===== config.mk =====
export PLATFORM = sky130hd
export DESIGN_NAME = zsl_ctrl
export DESIGN_NICKNAME = d
export VERILOG_FILES = /design/src/rtl/zsl_pkg.sv /design/src/rtl/zsl_ctrl.sv
export SDC_FILE = /design/constraint.sdc
export NUM_CORES = 1
export LEC_CHECK = 0
export BUFFER_PORTS_ARGS = -buffer_cell sky130_fd_sc_hd__buf_2
export CELL_PAD_IN_SITES_DETAIL_PLACEMENT = 1
export CELL_PAD_IN_SITES_GLOBAL_PLACEMENT = 2
export CORE_MARGIN = 4
export CORE_UTILIZATION = 30
export DETAILED_ROUTE_END_ITERATION = 8
export GPL_TIMING_DRIVEN = 0
export PLACE_DENSITY_LB_ADDON = 0.3
export SYNTH_ARGS = -nofsm -noshare
export SYNTH_HDL_FRONTEND = slang
export SYNTH_SLANG_ARGS = --single-unit
export TNS_END_PERCENT = 50

===== constraint.sdc =====
create_clock -name clk_i -period 4.2 [get_ports clk_i]
set_clock_uncertainty 0.15 [all_clocks]
set_input_delay 0.21 -clock clk_i [delete_from_list [all_inputs] [get_ports clk_i]]
set_output_delay 0.21 -clock clk_i [all_outputs]
set_load 0.05 [all_outputs]

===== src/rtl/zsl_pkg.sv =====
`timescale 1ns / 1ps
// ----------------------------------------------------------------------------
// zsl_pkg: shared definitions of the zero-terminated sorted list engine
// Widths, operation and error codes, controller/datapath command types.
// ----------------------------------------------------------------------------
package zsl_pkg;

  localparam int LIST_DEPTH = 32;
  localparam int IDX_W      = $clog2(LIST_DEPTH);
  localparam int CNT_W      = $clog2(LIST_DEPTH + 1);
  localparam int VAL_W      = 32;
  localparam int OP_W       = 3;
  localparam int POS_W      = 6;
  localparam int FOUND_W    = 6;
  localparam int ERR_W      = 2;

  localparam logic [OP_W-1:0] OP_APPEND   = 3'd0;
  localparam logic [OP_W-1:0] OP_INSERT   = 3'd1;
  localparam logic [OP_W-1:0] OP_DELETE   = 3'd2;
  localparam logic [OP_W-1:0] OP_COMPACT  = 3'd3;
  localparam logic [OP_W-1:0] OP_LSEARCH  = 3'd4;
  localparam logic [OP_W-1:0] OP_BSEARCH  = 3'd5;
  localparam logic [OP_W-1:0] OP_SORT     = 3'd6;
  localparam logic [OP_W-1:0] OP_READ     = 3'd7;

  localparam logic [ERR_W-1:0] ERR_OK        = 2'd0;
  localparam logic [ERR_W-1:0] ERR_BAD_POS   = 2'd1;
  localparam logic [ERR_W-1:0] ERR_FULL      = 2'd2;
  localparam logic [ERR_W-1:0] ERR_EMPTY_SLT = 2'd3;

  typedef enum logic [2:0] {
    CMD_NONE,
    CMD_LOAD,
    CMD_EXEC,
    CMD_STEP,
    CMD_STAT,
    CMD_PUT
  } cmd_e;

  typedef struct packed {
    cmd_e             cmd;
    logic [CNT_W-1:0] cnt;
  } ctrl_t;

  typedef struct packed {
    logic [OP_W-1:0] op;
    logic            step_done;
  } stat_t;

endpackage


===== src/rtl/zsl_ctrl.sv =====
`timescale 1ns / 1ps
// ----------------------------------------------------------------------------
// zsl_ctrl: sequencer of the list engine
// Runs the handshakes and steps the datapath through each operation.
// ----------------------------------------------------------------------------
module zsl_ctrl (
  input  logic            clk_i,
  input  logic            rst_ni,
  input  logic            in_valid_i,
  output logic            in_ready_o,
  output logic            out_valid_o,
  input  logic            out_ready_i,
  input  zsl_pkg::stat_t  stat_i,
  output zsl_pkg::ctrl_t  ctrl_o
);

  localparam logic [2:0] S_IDLE = 3'd0;
  localparam logic [2:0] S_EXEC = 3'd1;
  localparam logic [2:0] S_LOOP = 3'd2;
  localparam logic [2:0] S_STAT = 3'd3;
  localparam logic [2:0] S_PUT  = 3'd4;

  logic [2:0]                 state_q, state_d;
  logic [zsl_pkg::CNT_W-1:0]  cnt_q, cnt_d;
  logic                       ovalid_q, ovalid_d;
  logic                       is_search;

  assign is_search = (stat_i.op == zsl_pkg::OP_LSEARCH) ||
                     (stat_i.op == zsl_pkg::OP_BSEARCH);
  assign in_ready_o  = (state_q == S_IDLE);
  assign out_valid_o = ovalid_q;

  always_comb begin
    state_d    = state_q;
    cnt_d      = cnt_q;
    ovalid_d   = ovalid_q && !out_ready_i;
    ctrl_o.cmd = zsl_pkg::CMD_NONE;
    ctrl_o.cnt = cnt_q;
    unique case (state_q)
      S_IDLE: begin
        if (in_valid_i) begin
          ctrl_o.cmd = zsl_pkg::CMD_LOAD;
          state_d    = S_EXEC;
        end
      end
      S_EXEC: begin
        ctrl_o.cmd = zsl_pkg::CMD_EXEC;
        cnt_d      = '0;
        if (is_search || (stat_i.op == zsl_pkg::OP_COMPACT) ||
            (stat_i.op == zsl_pkg::OP_SORT)) begin
          state_d = S_LOOP;
        end else begin
          state_d = S_STAT;
        end
      end
      S_LOOP: begin
        ctrl_o.cmd = zsl_pkg::CMD_STEP;
        cnt_d      = cnt_q + 1'b1;
        if (is_search ? stat_i.step_done
                      : (cnt_q == zsl_pkg::CNT_W'(zsl_pkg::LIST_DEPTH - 1))) begin
          state_d = S_STAT;
        end
      end
      S_STAT: begin
        ctrl_o.cmd = zsl_pkg::CMD_STAT;
        state_d    = S_PUT;
      end
      S_PUT: begin
        // hold until the output slot is free
        if (!ovalid_q || out_ready_i) begin
          ctrl_o.cmd = zsl_pkg::CMD_PUT;
          ovalid_d   = 1'b1;
          state_d    = S_IDLE;
        end
      end
      default: state_d = S_IDLE;
    endcase
  end

  always_ff @(posedge clk_i or negedge rst_ni) begin
    if (!rst_ni) begin
      state_q  <= S_IDLE;
      cnt_q    <= '0;
      ovalid_q <= 1'b0;
    end else begin
      state_q  <= state_d;
      cnt_q    <= cnt_d;
      ovalid_q <= ovalid_d;
    end
  end

endmodule


==> insert_results.sql, run 1 <==
INSERT INTO impl_metrics (metric_group, metric, value, unit) VALUES
('status', 'outcome', 'completed', ''),
('floorplan', 'die_area', '2920', 'um^2'),
('global_route', 'grt_use_total', '14.9', '%'),
('clock_network', 'root_buffer', 'clkbuf_4', ''),
('place', 'hpwlAfterDp', '1310', 'um'),
('power_and_ir_drop', 'comb_power_share', '65.0', '%'),
('floorplan', 'core', '1980', 'um^2'),
('cells_and_area', 'number_of_antenna_diodes', '0', ''),
('place', 'routabilityCongestion', '0.757', ''),
('logic_synthesis', 'synth-adder-area-share', '1.97', '%'),
('power_and_ir_drop', 'power.density_cell_area', '869', 'nW/um^2'),
('power_and_ir_drop', 'power.static_leakage', '0.375', 'nW'),
('logic_synthesis', 'synth-main-ff-cell', 'dfrtp_1', ''),
('sta', 'rsz0062_at_grt', 'false', ''),
('worst_setup_path', 'worst_ep_required_time', '3.84', 'ns'),
('global_route', 'pin_count_of_the_biggest_net_entering_global_routing', '11', ''),
('clock_network', 'cts_sinks', '10', ''),
('global_route', 'antenna_found_initial', '0', ''),
('clock_network', 'post_cts_resize_count', '0', ''),
('power_and_ir_drop', 'worst_ir_drop_vdd', '0.395', 'mV'),
('floorplan', 'core.rowCount', '16', ''),
('clock_network', 'cts_inserted_buffers', '3', ''),
('clock_network', 'tritoncts', 'yes', ''),
('floorplan', 'initial_utilization', '32.1', '%'),
('clock_network', 'worst_setup_hold_path_clk_slew', '0.07', 'ns'),
('power_and_ir_drop', 'switching_share', '56.2', '%'),
('detailed_routing', 'drc', '0', ''),
('logic_synthesis', 'post-synth-top-area-fraction', '39.4', '%'),
('detailed_routing', 'drt_first_iter_violations', '8', ''),
('cells_and_area', 'share_of_final_layout_standard_cells_stronger_than_drive_strength_1', '29.6', '%'),
('worst_setup_path', 'critPathCaptureType', 'output pin', ''),
('detailed_routing', 'firstDrtPassIters', '4', ''),
('worst_setup_path', 'timing.critical_path.fanout_max', '10', ''),
('clock_network', 'ctsHtreeMaxLevel', '1', ''),
('power_and_ir_drop', 'report.power.total', '700', 'uW'),
('power_and_ir_drop', 'sequential_share_of_power', '22.2', '%'),
('logic_synthesis', 'synthSimpleGateAreaFrac', '28.5', '%'),
('floorplan', 'die-height', '54.0', 'um'),
('logic_synthesis', 'post_synth_instance_area', '636', 'um^2'),
('detailed_routing', 'ant_nets', '0', ''),
('power_and_ir_drop', 'p_clk_share', '12.8', '%'),
('sta', 'final-max-slew-violation-count', '0', ''),
('global_route', 'overflow', '0', ''),
('logic_synthesis', 'yosysWarningCount', '0', ''),
('logic_synthesis', 'synth_nets', '84', ''),
('sta', 'fmaxAchievable', '0.458', 'GHz'),
('detailed_routing', 'wl', '1830', 'um'),
('global_route', 'grt_pass1_vias', '662', ''),
('detailed_routing', 'post_drt_wl_per_cell', '14.6', 'um'),
('cells_and_area', 'fin_util', '40.7', '%'),
('cells_and_area', 'area_growth_syn_to_layout', '26.8', '%'),
('logic_synthesis', 'postSynthAreaPerCell', '8.47', 'um^2'),
('sta', 'final-hold-violation-count', '0', ''),
('sta', 'final_period_minus_worst_setup_slack', '2.18', 'ns'),
('sta', 'finalSetupViolations', '0', ''),
('worst_setup_path', 'timing.setup.critical_path_class', 'reg2out', ''),
('logic_synthesis', 'synth.area.mux_share', '0', '%'),
('run', 'cap_violations', '0', ''),
('logic_synthesis', 'synth-compound-area-share', '23.2', '%'),
('logic_synthesis', 'netlist_top_cells_area', 'dfrtp_1 39%, o21ai_0 6.3%, o211ai_1 4.7%', ''),
('logic_synthesis', 'ys_seq_elements', '10', ''),
('worst_hold_path', 'worstHoldPathType', 'in2reg', ''),
('detailed_routing', 'drt-vias-per-instance', '5.15', ''),
('floorplan', 'pin_count', '19', ''),
('detailed_routing', 'routed-via-count', '644', ''),
('global_route', 'grt_first_pass_wirelength', '3110', 'um'),
('sta', 'maxSlewHeadroom', '68.8', '%'),
('logic_synthesis', 'dominant_combinational_cell_family_by_area_after_synthesis', 'simple AND/OR/NAND/NOR gates', ''),
('worst_setup_path', 'startpoint_type', 'register', ''),
('power_and_ir_drop', 'net-switching-power', '394', 'uW'),
('power_and_ir_drop', 'cellInternalPower', '307', 'uW');
## synth_stat cells, types with 2 or more instances
master	number
or2_2	2
nand2_1	5
o211ai_1	4
nor2_1	4
nor3_1	3
nand3_1	5
clkbuf_1	4
dfrtp_1	10
inv_1	2
a21oi_1	4
nand2b_1	3
nor2b_1	3
o21ai_0	8
or4_1	2
## final timing paths
check | start | end | cells after the start
min in group asynchronous | rst_ni | cnt_q[5] | 2
worst max register to register | cnt_q[0] | state_q[0] | 4
worst max-delay path | state_q[0] | ctrl_o[7] | 6
worst min-delay path | out_ready_i | out_valid_o | 3
max in group asynchronous | rst_ni | cnt_q[0] | 2
worst min register to register | out_valid_o | out_valid_o | 2
## repair_timing
| action | 4_1_cts | 5_1_grt |
|---|---|---|
| endpoints found under the hold margin | 10 | 0 |
| hold buffers | 1 | 0 |
| setup buffers | 0 | 0 |
## flip-flops by register name, summed over array words and instances, names as in the netlist
name and count:
cnt_q 6, state_q 3, out_valid_o 1
## logic make-up after synthesis
| family | after synthesis |
|---|---|
| compound gates | 23 |
| xor+xnor | 1 |
| fa+ha+maj | 1 |
| buf+inv | 8 |
| flops | 10 |
| simple gates | 32 |
## worst max-delay path, stage by stage, from the launching register on
cell and delay (ns):
dfrtp_1 0.34, clkbuf_1 0.32, buf_2 0.32, xnor2_1 0.11, nor2_1 0.11, buf_4 0.11
buf_2 0.24
## power groups by stage
stage | combinational (mW) | clock [mW] | sequential, mW
2_1_floorplan | 0.302 | 0 | 0.206
3_3_place_gp | 0.455 | 0 | 0.157
3_5_place_dp | 0.453 | 0 | 0.158
4_1_cts | 0.459 | 0.0936 | 0.156
5_1_grt | 0.503 | 0.0976 | 0.160
6_report | 0.455 | 0.0896 | 0.156
## placed cells by master, fill, tap and decap left out, drive strengths merged
master       Yosys  final
and3             1      1
nor2b            3      3
ha               1      1
o21ai            8      8
or3              1      1
or4b             1      1
nand2b           3      3
nand3            6      6
o22ai            1      1
buf              2     20
o21bai           1      1
clkbuf           4      8
inv              2      2
and2             1      1
a211oi           1      1
a22oi            1      1
o31ai            1      1
a21oi            4      4
nor3             3      3
nand2            5      5
xnor2            1      1
or4              2      2
dlygate4sd3      0      1
o211ai           4      4
a221oi           1      1
a31oi            1      1
or2              2      2
dfrtp           10     10
nor2             4      4
## metrics by stage
step / setup WS (ns) / instances / area, um^2 / hold WS (ns)
global placement: 2.28 / 120 / 759 / -0.0540
finish: 2.02 / 125 / 806 / 0.124
global route: 1.81 / 125 / 806 / 0.159
CTS: 1.98 / 125 / 806 / 0.121
detailed placement: 2.29 / 120 / 759 / -0.0576
floorplan: 2.04 / 75 / 636 / -0.236
## layer usage
| layer | routed length (um) | global-route usage, % |
|---|---|---|
| met2 | 849 | 22.8 |
| met4 | 13 | 6.22 |
| met1 | 896 | 20.6 |
| met5 | 0 | 0 |
| met3 | 65 | 2.49 |
## layout make-up
cell class | instances | area (um^2)
fill | 246 | 1180
multi-input combinational | 57 | 350
sequential | 10 | 250
timing repair buffer | 19 | 100
clock buffer | 4 | 36.3
tap | 27 | 33.8
buffer | 6 | 27.5
inverter | 2 | 7.51
Note: power is estimated with default switching activity, not from simulation.
==> run 2: changes to the inputs <==
Settings changed: ABC_AREA set to 1, CORE_UTILIZATION 30 to 25.
Clock period 4.2 ns to 2.2 ns, I/O delays scaled along.
==> insert_results.sql, run 2 <==
INSERT INTO impl_metrics (metric_group, metric, value, unit) VALUES
('global_route', 'grt_pass1_vias', '647', ''),
('cells_and_area', 'fin_util', '35.0', '%'),
('detailed_routing', 'wl', '1620', 'um'),
('logic_synthesis', 'synth_largest_area_cell', 'dfrtp_1', ''),
('clock_network', 'cts_inserted_buffers', '3', ''),
('logic_synthesis', 'post_synth_instance_area', '607', 'um^2'),
('detailed_routing', 'routed-via-count', '622', ''),
('place', 'placed_cells_incl_taps', '131', ''),
('worst_setup_path', 'timing.setup.critical_path_class', 'reg2out', ''),
('clock_network', 'clock_tree.buffer_depth', '2', ''),
('cells_and_area', 'layout_commonest_cell', 'nand2_1', ''),
('place', 'io_buffer_count', '18', ''),
('logic_synthesis', 'synth_nets', '94', ''),
('worst_setup_path', 'startpoint_type', 'register', ''),
('power_and_ir_drop', 'report.power.total', '1.24', 'mW'),
('logic_synthesis', 'synth-main-ff-cell', 'dfrtp_1', ''),
('worst_setup_path', 'critPathCaptureType', 'output pin', ''),
('logic_synthesis', 'synth-seq-area-share', '41.2', '%'),
('sta', 'final-max-slew-violation-count', '0', ''),
('logic_synthesis', 'dominant_combinational_cell_family_by_area_after_synthesis', 'simple AND/OR/NAND/NOR gates', ''),
('power_and_ir_drop', 'net-switching-power', '700', 'uW'),
('global_route', 'overflow', '0', ''),
('power_and_ir_drop', 'cellInternalPower', '535', 'uW'),
('worst_setup_path', 'max_stage_delay', '0.44', 'ns'),
('logic_synthesis', 'synthDistinctLibCells', '18', ''),
('floorplan', 'core', '2250', 'um^2'),
('logic_synthesis', 'synth-xor-area-share', '0', '%'),
('status', 'outcome', 'completed', ''),
('sta', 'fmaxAchievable', '0.569', 'GHz'),
('floorplan', 'core.rowCount', '17', ''),
('clock_network', 'root_buffer', 'clkbuf_4', ''),
('clock_network', 'insertion_delay', '0.27', 'ns'),
('sta', 'final-hold-violation-count', '0', ''),
('logic_synthesis', 'netlist_top_cells_area', 'dfrtp_1 41%, nand2_1 15%, nand3_1 9.1%', ''),
('floorplan', 'initial_utilization', '26.9', '%'),
('worst_setup_path', 'timing.critical_path.fanout_max', '6', ''),
('power_and_ir_drop', 'switching_share', '56.7', '%'),
('sta', 'fin_hold_ws', '0.0428', 'ns'),
('power_and_ir_drop', 'worst_ir_drop_vdd', '0.648', 'mV'),
('logic_synthesis', 'synth-compound-area-share', '8.04', '%'),
('detailed_routing', 'firstDrtPassIters', '3', ''),
('worst_setup_path', 'worst_ep_required_time', '1.94', 'ns'),
('logic_synthesis', 'yosysWarningCount', '0', ''),
('sta', 'maxSlewHeadroom', '82.5', '%'),
('worst_setup_path', 'slowest_stage', 'dfrtp_1', ''),
('power_and_ir_drop', 'sequential_share_of_power', '25.3', '%'),
('cells_and_area', 'share_of_final_layout_standard_cells_stronger_than_drive_strength_1', '28.4', '%'),
('detailed_routing', 'drt_first_iter_violations', '20', ''),
('sta', 'worst_pin_slew', '0.262', 'ns'),
('detailed_routing', 'drc', '0', ''),
('clock_network', 'cts_sinks', '10', ''),
('worst_hold_path', 'worstHoldPathType', 'in2reg', ''),
('global_route', 'pin_count_of_the_biggest_net_entering_global_routing', '11', ''),
('sta', 'finalSetupViolations', '0', ''),
('sta', 'final_setup_tns', '0', 'ns'),
('floorplan', 'die_width', '57.3', 'um'),
('logic_synthesis', 'share_of_flip_flops_with_an_asynchronous_set_or_reset', '100', '%'),
('clock_network', 'tritoncts', 'yes', ''),
('power_and_ir_drop', 'power.density_cell_area', '1570', 'nW/um^2'),
('cells_and_area', 'final_cells', '137', ''),
('place', 'hpwlAfterDp', '1260', 'um'),
('clock_network', 'post_cts_buffers', '0', ''),
('detailed_routing', 'ant_nets', '0', ''),
('power_and_ir_drop', 'comb_power_share', '60.4', '%'),
('global_route', 'grt_use_total', '10.9', '%'),
('cells_and_area', 'finalNetCount', '119', ''),
('detailed_routing', 'post_drt_wl_per_cell', '11.8', 'um'),
('power_and_ir_drop', 'p_clk_share', '14.3', '%'),
('logic_synthesis', 'synth-adder-area-share', '2.06', '%'),
('cells_and_area', 'n_fill_cell', '304', ''),
('worst_setup_path', 'worst-endpoint-arrival', '1.50', 'ns'),
('logic_synthesis', 'postSynthCellCount', '85', ''),
('cells_and_area', 'number_of_antenna_diodes', '0', ''),
('cells_and_area', 'regMostFlops', 'cnt_q', ''),
('power_and_ir_drop', 'power.static_leakage', '0.446', 'nW'),
('floorplan', 'die-height', '57.3', 'um'),
('logic_synthesis', 'post-synth-top-area-fraction', '41.2', '%'),
('run', 'cap_violations', '0', ''),
('clock_network', 'worst_setup_hold_path_clk_slew', '0.08', 'ns'),
('detailed_routing', 'drt-vias-per-instance', '4.54', ''),
('logic_synthesis', 'synth.area.mux_share', '0', '%'),
('cells_and_area', 'area_growth_syn_to_layout', '29.9', '%'),
('floorplan', 'die_area', '3280', 'um^2'),
('place', 'routabilityCongestion', '0.725', ''),
('logic_synthesis', 'postSynthAreaPerCell', '7.14', 'um^2'),
('clock_network', 'ctsHtreeMaxLevel', '1', ''),
('logic_synthesis', 'synthMostInstantiatedCell', 'nand2_1', ''),
('logic_synthesis', 'synth_enable_flop_cells', '0', ''),
('sta', 'rsz0062_at_grt', 'false', ''),
('cells_and_area', 'final_cell_mix', '24 x nand2_1, 18 x buf_2, 13 x inv_1, 11 x nand3_1, 10 x dfrtp_1', ''),
('worst_setup_path', 'cp.buffers_inverters', '2', ''),
('logic_synthesis', 'yosys-top-cells-count', '24 x nand2_1, 13 x inv_1, 11 x nand3_1', ''),
('floorplan', 'pin_count', '19', ''),
('logic_synthesis', 'synthSimpleGateAreaFrac', '38.1', '%'),
('worst_setup_path', 'worstPathCellList', 'nor2_4 -> inv_1 -> nor2_2 -> nand2_1 -> nand3_1 -> buf_2', ''),
('worst_setup_path', 'critical-path-top-delay-family', 'flip-flops', ''),
('sta', 'post-route-period-util', '79.9', '%'),
('cells_and_area', 'largest_reg_flops', '6', ''),
('global_route', 'antenna_found_initial', '0', ''),
('global_route', 'grt_first_pass_wirelength', '2720', 'um'),
('logic_synthesis', 'ys_seq_elements', '10', ''),
('sta', 'final_period_minus_worst_setup_slack', '1.76', 'ns');
## run 2: through the flow
stage	instance area, um^2	setup WS [ns]
after detailed placement	732	0.737
after global placement	732	0.748
after global routing	788	0.346
after CTS	788	0.422
final	788	0.441
after floorplan	607	0.337
## run 2: logic make-up after synthesis
group	count (synthesis)
and+or+nand+nor	50
buffers and inverters	16
DFF	10
AOI/OAI and AO/OA	8
adders and majority gates	1
## run 2: cell type report
class	instances	area, um^2	share of cell area [%]
buffer	1	7.51	0.952
clock buffer	4	36.3	4.60
inverter	15	56.3	7.14
multi-input combinational	59	293	37.1
sequential	10	250	31.7
tap	28	35.0	4.44
timing repair buffer	20	110	14.0
## run 2: timing repair
action | CTS | global route
resized for setup | 0 | 0
hold endpoints to repair | 12 | 0
hold buffers | 2 | 0
## run 2: tightest hold or removal path: stages
cell and delay (ns):
buf_2 0.10, a21oi_1 0.05, o21bai_1 0.14, nor2_1 0.04
## run 2: worst paths after layout
check / slack (ns) / endpoint / cells after the start / startpoint
max reg2reg: 0.73 / cnt_q[4] / 6 / cnt_q[0]
max in group asynchronous: 1.62 / cnt_q[4] / 2 / rst_ni
min reg2reg: 0.39 / cnt_q[1] / 2 / cnt_q[1]
max: 0.44 / ctrl_o[6] / 6 / state_q[1]
min: 0.04 / state_q[0] / 4 / stat_i[3]
min in group asynchronous: 0.08 / cnt_q[3] / 2 / rst_ni
## run 2: power by group through the flow
stage | registers, mW | logic (mW) | clock network [mW]
after detailed placement | 0.317 | 0.752 | 0
after floorplan | 0.393 | 0.506 | 0
after global placement | 0.314 | 0.739 | 0
final | 0.312 | 0.746 | 0.177
after CTS | 0.313 | 0.759 | 0.187
after global routing | 0.323 | 0.811 | 0.191
## run 2: per-layer routing
layer	track usage [%]	vias up	share of wire [%]
met2	18.6	13	47
met5	0	-	0
met4	8.94	0	2.3
li1	-	315	-
met1	12.3	290	47
met3	0.679	4	3.8
